### src/hw/rtl/pmst_pkg.sv
// shared types and constants for the prim minimum spanning tree block
package pmst_pkg;

  localparam int MaxVertices = 16;
  localparam int WeightBits = 16;
  localparam logic [4:0] VertexCountReset = 5'd16;

  typedef enum logic [3:0] {
    ST_CLEAR,
    ST_LOAD,
    ST_START,
    ST_SCAN,
    ST_SCAN_LAST,
    ST_PICK,
    ST_RELAX,
    ST_RELAX_LAST,
    ST_OUT_RD,
    ST_OUT_CHK,
    ST_FINAL
  } state_t;

  typedef struct packed {
    logic clr;
    logic load;
    logic start;
    logic scan_init;
    logic v_zero;
    logic v_one;
    logic scan_rd;
    logic incl;
    logic relax_rd;
    logic out_rd;
    logic emit_edge;
    logic emit_total;
  } cmd_t;

  typedef struct packed {
    logic clr_done;
    logic last_item;
    logic last_v;
    logic v_end;
    logic found;
    logic reached;
    logic out_free;
  } status_t;

endpackage

### src/hw/rtl/pmst_ctrl.sv
// controller state machine for the prim minimum spanning tree block
module pmst_ctrl (
  input  logic              clk,
  input  logic              rst,
  input  pmst_pkg::status_t status,
  output pmst_pkg::cmd_t    cmd,
  output logic              in_stall
);

  pmst_pkg::state_t state, state_next;

  always_ff @(posedge clk) begin
    if (rst) begin
      state <= pmst_pkg::ST_CLEAR;
    end else begin
      state <= state_next;
    end
  end

  always_comb begin
    state_next = state;
    cmd = '0;
    in_stall = 1'b1;
    case (state)
      pmst_pkg::ST_CLEAR: begin
        cmd.clr = 1'b1;
        if (status.clr_done) state_next = pmst_pkg::ST_LOAD;
      end
      pmst_pkg::ST_LOAD: begin
        cmd.load = 1'b1;
        in_stall = 1'b0;
        if (status.last_item) state_next = pmst_pkg::ST_START;
      end
      pmst_pkg::ST_START: begin
        cmd.start = 1'b1;
        cmd.scan_init = 1'b1;
        state_next = pmst_pkg::ST_SCAN;
      end
      pmst_pkg::ST_SCAN: begin
        cmd.scan_rd = 1'b1;
        if (status.last_v) state_next = pmst_pkg::ST_SCAN_LAST;
      end
      pmst_pkg::ST_SCAN_LAST: begin
        state_next = pmst_pkg::ST_PICK;
      end
      pmst_pkg::ST_PICK: begin
        if (status.found) begin
          cmd.incl = 1'b1;
          cmd.v_zero = 1'b1;
          state_next = pmst_pkg::ST_RELAX;
        end else begin
          cmd.v_one = 1'b1;
          state_next = pmst_pkg::ST_OUT_RD;
        end
      end
      pmst_pkg::ST_RELAX: begin
        cmd.relax_rd = 1'b1;
        if (status.last_v) state_next = pmst_pkg::ST_RELAX_LAST;
      end
      pmst_pkg::ST_RELAX_LAST: begin
        cmd.scan_init = 1'b1;
        state_next = pmst_pkg::ST_SCAN;
      end
      pmst_pkg::ST_OUT_RD: begin
        if (status.v_end) begin
          state_next = pmst_pkg::ST_FINAL;
        end else begin
          cmd.out_rd = 1'b1;
          state_next = pmst_pkg::ST_OUT_CHK;
        end
      end
      pmst_pkg::ST_OUT_CHK: begin
        if (!status.reached) begin
          state_next = pmst_pkg::ST_OUT_RD;
        end else if (status.out_free) begin
          cmd.emit_edge = 1'b1;
          state_next = pmst_pkg::ST_OUT_RD;
        end
      end
      pmst_pkg::ST_FINAL: begin
        if (status.out_free) begin
          cmd.emit_total = 1'b1;
          state_next = pmst_pkg::ST_CLEAR;
        end
      end
      default: begin
        state_next = pmst_pkg::ST_CLEAR;
      end
    endcase
  end

  assert property (@(posedge clk) disable iff (rst)
    (state == pmst_pkg::ST_PICK && !status.found) |=> state == pmst_pkg::ST_OUT_RD)
    else $error("pick without a candidate did not move to output");

endmodule

### config.mk
export PLATFORM = sky130hd
export DESIGN_NAME = pmst_ctrl
export DESIGN_NICKNAME = d
export VERILOG_FILES = /design/src/hw/rtl/pmst_pkg.sv /design/src/hw/rtl/pmst_ctrl.sv
export SDC_FILE = /design/constraint.sdc
export NUM_CORES = 1
export LEC_CHECK = 0
export ABC_AREA = 1
export BUFFER_PORTS_ARGS = -buffer_cell sky130_fd_sc_hd__buf_4
export CAP_MARGIN = 10
export CORE_AREA = 2 2 39 41
export DETAILED_ROUTE_END_ITERATION = 16
export DIE_AREA = 0 0 41 43
export GPL_TIMING_DRIVEN = 0
export PLACE_DENSITY = 0.66
export SLEW_MARGIN = 20
export SYNTH_ARGS = -nofsm -noshare
export SYNTH_HDL_FRONTEND = slang
export SYNTH_SLANG_ARGS = --single-unit
### constraint.sdc
create_clock -name clk -period 1.03 [get_ports clk]
set_input_delay 0.206 -clock clk [delete_from_list [all_inputs] [get_ports clk]]
set_output_delay 0.206 -clock clk [all_outputs]
set_load 0.005 [all_outputs]
==> metrics.md, run 1 <==
| Metric | Value |
|---|---|
| Least-Margin Pin Slew | 236 ps |
| Distinct cells, synth | 21 |
| Relative slew slack | between 80 and 90% |
| Final Power | approximately 1.9 mW |
| I/O pin total | 22 |
| Hold_ws | around 140 ps |
| Seq/Total Area, Yosys | 16.8% |
| CTS Buf Count | 3 |
| Synthesized area | 477 µm² |
| Htree depth | 1 |
| Average size of a mapped cell | between 5 and 6 µm² |
| Fin crit share | 137% |
| Largest net degree at the start of global routing | 8 |
| CP Cell Sequence | nor2_8 -> inv_4 -> nor3_4 -> buf_4 -> buf_6 |
| CTS Buffer Depth | 2 |
| Final min period | 1410 ps |
| Number of port buffers | 21 |
| Gp weighted congestion | around 0.82 |
| 1st-iter DRT viols | 11 |
| Outcome | finished, violations left |
| WL met1 | ~650 µm |
| Total Routing Usage GR | 17.5% |
| Most frequent cells in the layout | 24 x buf_4, 11 x inv_2, 10 x nand2_1, 8 x inv_1, 8 x buf_6 |
| Clk slew on worst S/H paths | 40 ps |
| Worst vdd ir | 1.37 mV |
| Crit path max fanout | 7 |
| Later-pin clock latency in the skew report | 240 ps |
| Post-layout util | ~64% |
| Cells after Synth | between 80 and 90 |
| Area Overhead vs Synth | 86.1% |
| Worst min-delay path class | input port to flop |
| Vias | between 600 and 700 |
| DRC | 0 |
| FMAX | around 710 MHz |
| Crit path largest cell delay | between 300 and 400 ps |
| Nets | between 100 and 150 |
| Non-Filler Instances | 131 |
| Met3 wire length | 70 µm |
| Starting Density | 34.4% |
| Commonest non-fill, non-tap cell in the layout | buf_4 |
| Setup crit end kind | primary output |
| Hold_sp | rst |
| Setup TNS | -5380 ps |
| Max FFs per register | 4 |
| Slew Limit Fails | 0 |
| Final setup vio count | 17 |
| Die area | ~1800 µm² |
| Final hold violations | 0 |
| Crit-path slowest cell | dfxtp_4 |
| Leak | 0.451 nW |
| Uppermost layer routed | met4 |
| Most area-hungry cell type in the Yosys netlist | dfxtp_1 |
| Hpwl dp | 948 µm |
| RSZ-0062 raised after global routing | true |
| Filler cell count | 125 |
| Antenna violations before repair | 0 |
| WL/cell | 12.0 µm |
| FF+latch count, synth | 4 |
| Die height | roughly 43 µm |
| Largest Register | state |
| Routed wl met2 | just over 800 µm |
| Cells after DPL | 118 |
| Floorplan core area | ~1400 µm² |
| Congestion Overflow GR | 0 |
| First-pass DRT Iterations | 6 |
| YS warnings | 0 |
| Clk sink count | 4 |
| Largest cells by area after synthesis | dfxtp_1 17%, inv_1 12%, nand3_1 9.4%, nand2_1 8.7%, inv_2 6.3% |
| Cell Pwr Density | 2190 nW/µm² |
| Failing checks | negative setup slack |
| Via density | 4.94 |
| Biggest regs | state (4) |
| Fin Clk Skew | between 3 and 4 ps |
| WL final | 1580 µm |
| Max-cap violations | 0 |
| Worst setup SP type | flop |
| Worst setup margin | -381 ps |
| CP arrival | about 1200 ps |
| DIE WIDTH | just over 40 µm |
| CTS tree | yes |
| Worst setup startpoint | state[1] |
| Mapped Nets | 90 |
| Vias in the first global route | about 550 |
| Worst Path Required | ~820 ps |
| Post-route antenna net violation count | 0 |
| Share of cells above drive strength 1 | about two thirds |
| First-pass GRT wire length | 2130 µm |
| Row cnt | 14 |
| Diodes inserted | 0 |
| Root Driver | clkbuf_4 |
| Share of the synthesized area in the top cell type | 16.8% |
| Setup CP Type | flop to primary output |
| RR Startpoint | state[0] |
[cell usage after synthesis]
cell,n
a21oi_1,3
a21oi_2,2
buf_4,1
buf_6,1
dfxtp_1,4
inv_1,15
inv_2,8
nand2_1,11
nand2_2,3
nand3_1,9
nand3_2,2
nand3b_1,1
nor2_1,7
nor2_2,4
nor2_8,1
nor3_1,2
nor4_1,1
o211ai_1,3
o21ai_0,1
o21ai_1,1
o22ai_1,1
[power breakdown]
part	switching [mW]	internal [mW]	total, mW
Sequential	0.103	0.218	0.321
Combinational	0.702	0.700	1.40
Clock	0.0707	0.146	0.216
[cell type report]
type	count	area [µm²]	area share, %
buffer	1	7.51	0.846
clock buffer	4	26.3	2.96
inverter	23	96.3	10.9
multi-input combinational	52	382	43.0
sequential	4	92.6	10.4
tap	16	20.0	2.26
timing repair buffer	31	263	29.6
[critical path, delay by kind of cell, from the launching register on]
family	cells	cell delay [ps]
buffers and inverters	3	270
and+or+nand+nor	2	310
DFF	1	390
[per-stage QoR]
stage          worst slack, ps  cell area, µm²
3_3_place_gp              -206             669
6_report                  -381             887
2_1_floorplan            -94.0             492
3_5_place_dp              -209             669
5_1_grt                   -437             887
4_1_cts                   -395             807
[repair_timing]
action                                  4_1_cts  5_1_grt
hold buffers                                  0        0
setup buffers                                 9        1
pin swaps                                     9       13
endpoints found under the setup margin       17       17
resized for setup                            16       24
cloned                                        0        0
[path summary, 6_finish.rpt]
check                                end  slack [ps]  cells past startpoint
worst min-delay path            state[2]         140                      2
worst max register to register  state[0]        -370                      9
worst max-delay path              cmd[7]        -380                      5
worst min register to register  state[0]         520                      2
[per-layer routing]
| metal | vias to the layer above | track usage (%) |
|---|---|---|
| li1 | 320 | - |
| met1 | 298 | 22.3 |
| met2 | 25 | 25.9 |
| met3 | 4 | 6.81 |
| met4 | 0 | 6.00 |
| met5 | - | 0 |
[kinds of logic (layout without fill, tap and decap cells)]
group	Yosys count	count (layout)	share of synthesized area [%]
simple gates	41	41	46.2
buf+inv	25	59	22.0
compound gates	11	11	15.0
flops	4	4	16.8
Power figures use the tool's default switching activity.
==> run 2, diff against run 1 <==
--- a/config.mk
+++ b/config.mk
@@ -11,2 +11,3 @@
 export CORE_AREA = 2 2 39 41
+export CTS_BUF_LIST = sky130_fd_sc_hd__clkbuf_2 sky130_fd_sc_hd__clkbuf_4 sky130_fd_sc_hd__clkbuf_8
 export DETAILED_ROUTE_END_ITERATION = 16
@@ -14,3 +15,2 @@
 export GPL_TIMING_DRIVEN = 0
-export PLACE_DENSITY = 0.66
 export SLEW_MARGIN = 20
==> constraint.sdc (replaced) <==
create_clock -name clk -period 1.66 [get_ports clk]
set_input_delay 0.332 -clock clk [delete_from_list [all_inputs] [get_ports clk]]
set_output_delay 0.332 -clock clk [all_outputs]
set_load 0.05 [all_outputs]
==> run 2 against run 1 <==
  * The flow now finishes without violations
  * First-iteration DRC count is 45% lower
  * Routed wire length is 18% lower
  * Clock power is 43% lower
  * Total power is 37% lower
  * Worst setup slack better by 400 ps
==> metrics.md, run 2 (synthesized netlist as in run 1, its figures left out) <==
| Metric | Value |
|---|---|
| Storage cell area | 88.8 µm² |
| Hold_sp | rst |
| Combinational Power Share | approximately three quarters |
| Diodes inserted | 0 |
| Worst setup SP type | flop |
| Uppermost layer routed | met4 |
| WL met1 | approximately 560 µm |
| Die height | between 40 and 50 µm |
| FMAX | between 600 and 700 MHz |
| RR Startpoint | state[0] |
| RSZ-0062 raised after global routing | true |
| Setup crit end kind | primary output |
| WHS Path Cells | 2 |
| Relative slew slack | a little under nine tenths |
| Vias | 582 |
| Final setup vio count | 0 |
| First-pass DRT Iterations | 5 |
| Setup CP Type | flop to primary output |
| Path depth of the worst reg2reg path | 9 |
| Non-Filler Instances | 123 |
| Most frequent cells in the layout | 17 x buf_4, 13 x inv_1, 11 x nand2_1, 9 x nand3_1, 8 x inv_2 |
| Final min period | about 1600 ps |
| Vias in the first global route | 500 |
| Gp weighted congestion | 0.847 |
| Worst hold endpoint | state[0] |
| Max-cap violations | 0 |
| Htree depth | 1 |
| Worst Path Required | ~1300 ps |
| Met3 wire length | about 50 µm |
| CTS Buf Count | 3 |
| Largest Register | state |
| CP arrival | ~1300 ps |
| Biggest regs | state (4) |
| Hpwl dp | 1000 µm |
| Leak | around 0.42 nW |
| Routed wl met2 | roughly 660 µm |
| Later-pin clock latency in the skew report | 240 ps |
| Share of cells above drive strength 1 | a little under three fifths |
| I/O pin total | 22 |
| Sw Ratio | 57.0% |
| Cells after DPL | around 120 |
| WL final | about 1300 µm |
| Filler cell count | 142 |
| Post-route antenna net violation count | 0 |
| Floorplan core area | between 1000 and 1500 µm² |
| Flop2flop setup slack | ~400 ps |
| Antenna violations before repair | 0 |
| DRC | 0 |
| Post-layout util | 58.0% |
| Number of port buffers | 21 |
| Clk network pwr share | 10.1% |
| Outcome | completed |
| Clk slew on worst S/H paths | about 40 ps |
| Crit path max fanout | 5 |
| Least-Margin Pin Slew | 217 ps |
| Die area | between 1500 and 2000 µm² |
| Worst min-delay path class | input port to flop |
| Final Cell Area | about 800 µm² |
| Fin Clk Skew | approximately 5.5 ps |
| Clk sink count | 4 |
| Worst R2R End | state[3] |
| Row cnt | 14 |
| Commonest non-fill, non-tap cell in the layout | buf_4 |
| Root Driver | clkbuf_4 |
| Multi-input logic area | 357 µm² |
| Switching power | 0.693 mW |
| Post-DP Area | roughly 690 µm² |
| First-pass GRT wire length | slightly below 2000 µm |
| Starting Density | 34.4% |
| Area Overhead vs Synth | 68.5% |
| Worst vdd ir | ~0.92 mV |
| Congestion Overflow GR | 0 |
| Slew Limit Fails | 0 |
| Cell Pwr Density | roughly 1500 nW/µm² |
| Final Power | between 1 and 1.5 mW |
| Via density | roughly 4.7 |
| Nets | 118 |
| Int Pwr | about 0.52 mW |
| Final hold violations | 0 |
| Seq pwr share | 14.9% |
| WL/cell | 10.5 µm |
| 1st-iter DRT viols | 6 |
| CTS Buffer Depth | 2 |
| CTS tree | yes |
| Total Routing Usage GR | between 10% and 20% |
| Largest net degree at the start of global routing | 9 |
| Fin crit share | just under 100% |
| Max FFs per register | 4 |
| DIE WIDTH | 41 µm |
run 2: metrics by stage:
step	TNS (ps)	setup slack, ps	hold slack (ps)
after CTS	0	10.9	262
after floorplan	-318	-179	394
after global placement	0	109	521
after detailed placement	0	102	524
after global routing	-74.6	-44.2	271
final	0	22.1	270
run 2: cell type report:
cell class / instances / share of cell area, %
multi-input cells: 52 / 44.4
flip-flops and latches: 4 / 11.1
plain buffers: 2 / 2.34
clock buffers: 3 / 2.80
well taps: 16 / 2.49
repair buffers: 23 / 25.2
inverters: 23 / 11.7
run 2: worst max-delay path by stage:
stage | from | to | slack (ps) | cells past startpoint
2_1_floorplan | state[0] | in_stall | -180 | 5
3_3_place_gp | state[2] | cmd[7] | 110 | 6
3_5_place_dp | state[2] | cmd[7] | 100 | 6
4_1_cts | state[2] | cmd[7] | 10 | 6
5_1_grt | state[2] | cmd[7] | -40 | 6
6_report | state[2] | cmd[7] | 20 | 6
run 2: critical path, cell delays in order, from the launching register on:
cell,delay [ps]
dfxtp_4,370
inv_2,60
nor2_4,110
inv_2,80
nor3_4,170
buf_4,140
buf_8,130
run 2: power by group through the flow:
stage | logic, mW | clock network [mW] | registers (mW)
after global routing | 0.986 | 0.132 | 0.183
after CTS | 0.861 | 0.130 | 0.172
after floorplan | 0.647 | 0 | 0.148
after global placement | 0.831 | 0 | 0.155
final | 0.912 | 0.123 | 0.182
after detailed placement | 0.833 | 0 | 0.156
run 2: repair_timing:
action,in CTS,in global routing
pin swaps,0,1
hold buffers,0,0
buffers inserted,0,2
gates resized for setup,14,10
setup endpoints to repair,9,9
run 2: routing by layer:
metal  up-vias  GRT usage, %
met4         0          10.0
met2        16          25.0
met1       257          20.5
met5         -             0
met3         3          3.14
li1        306             -
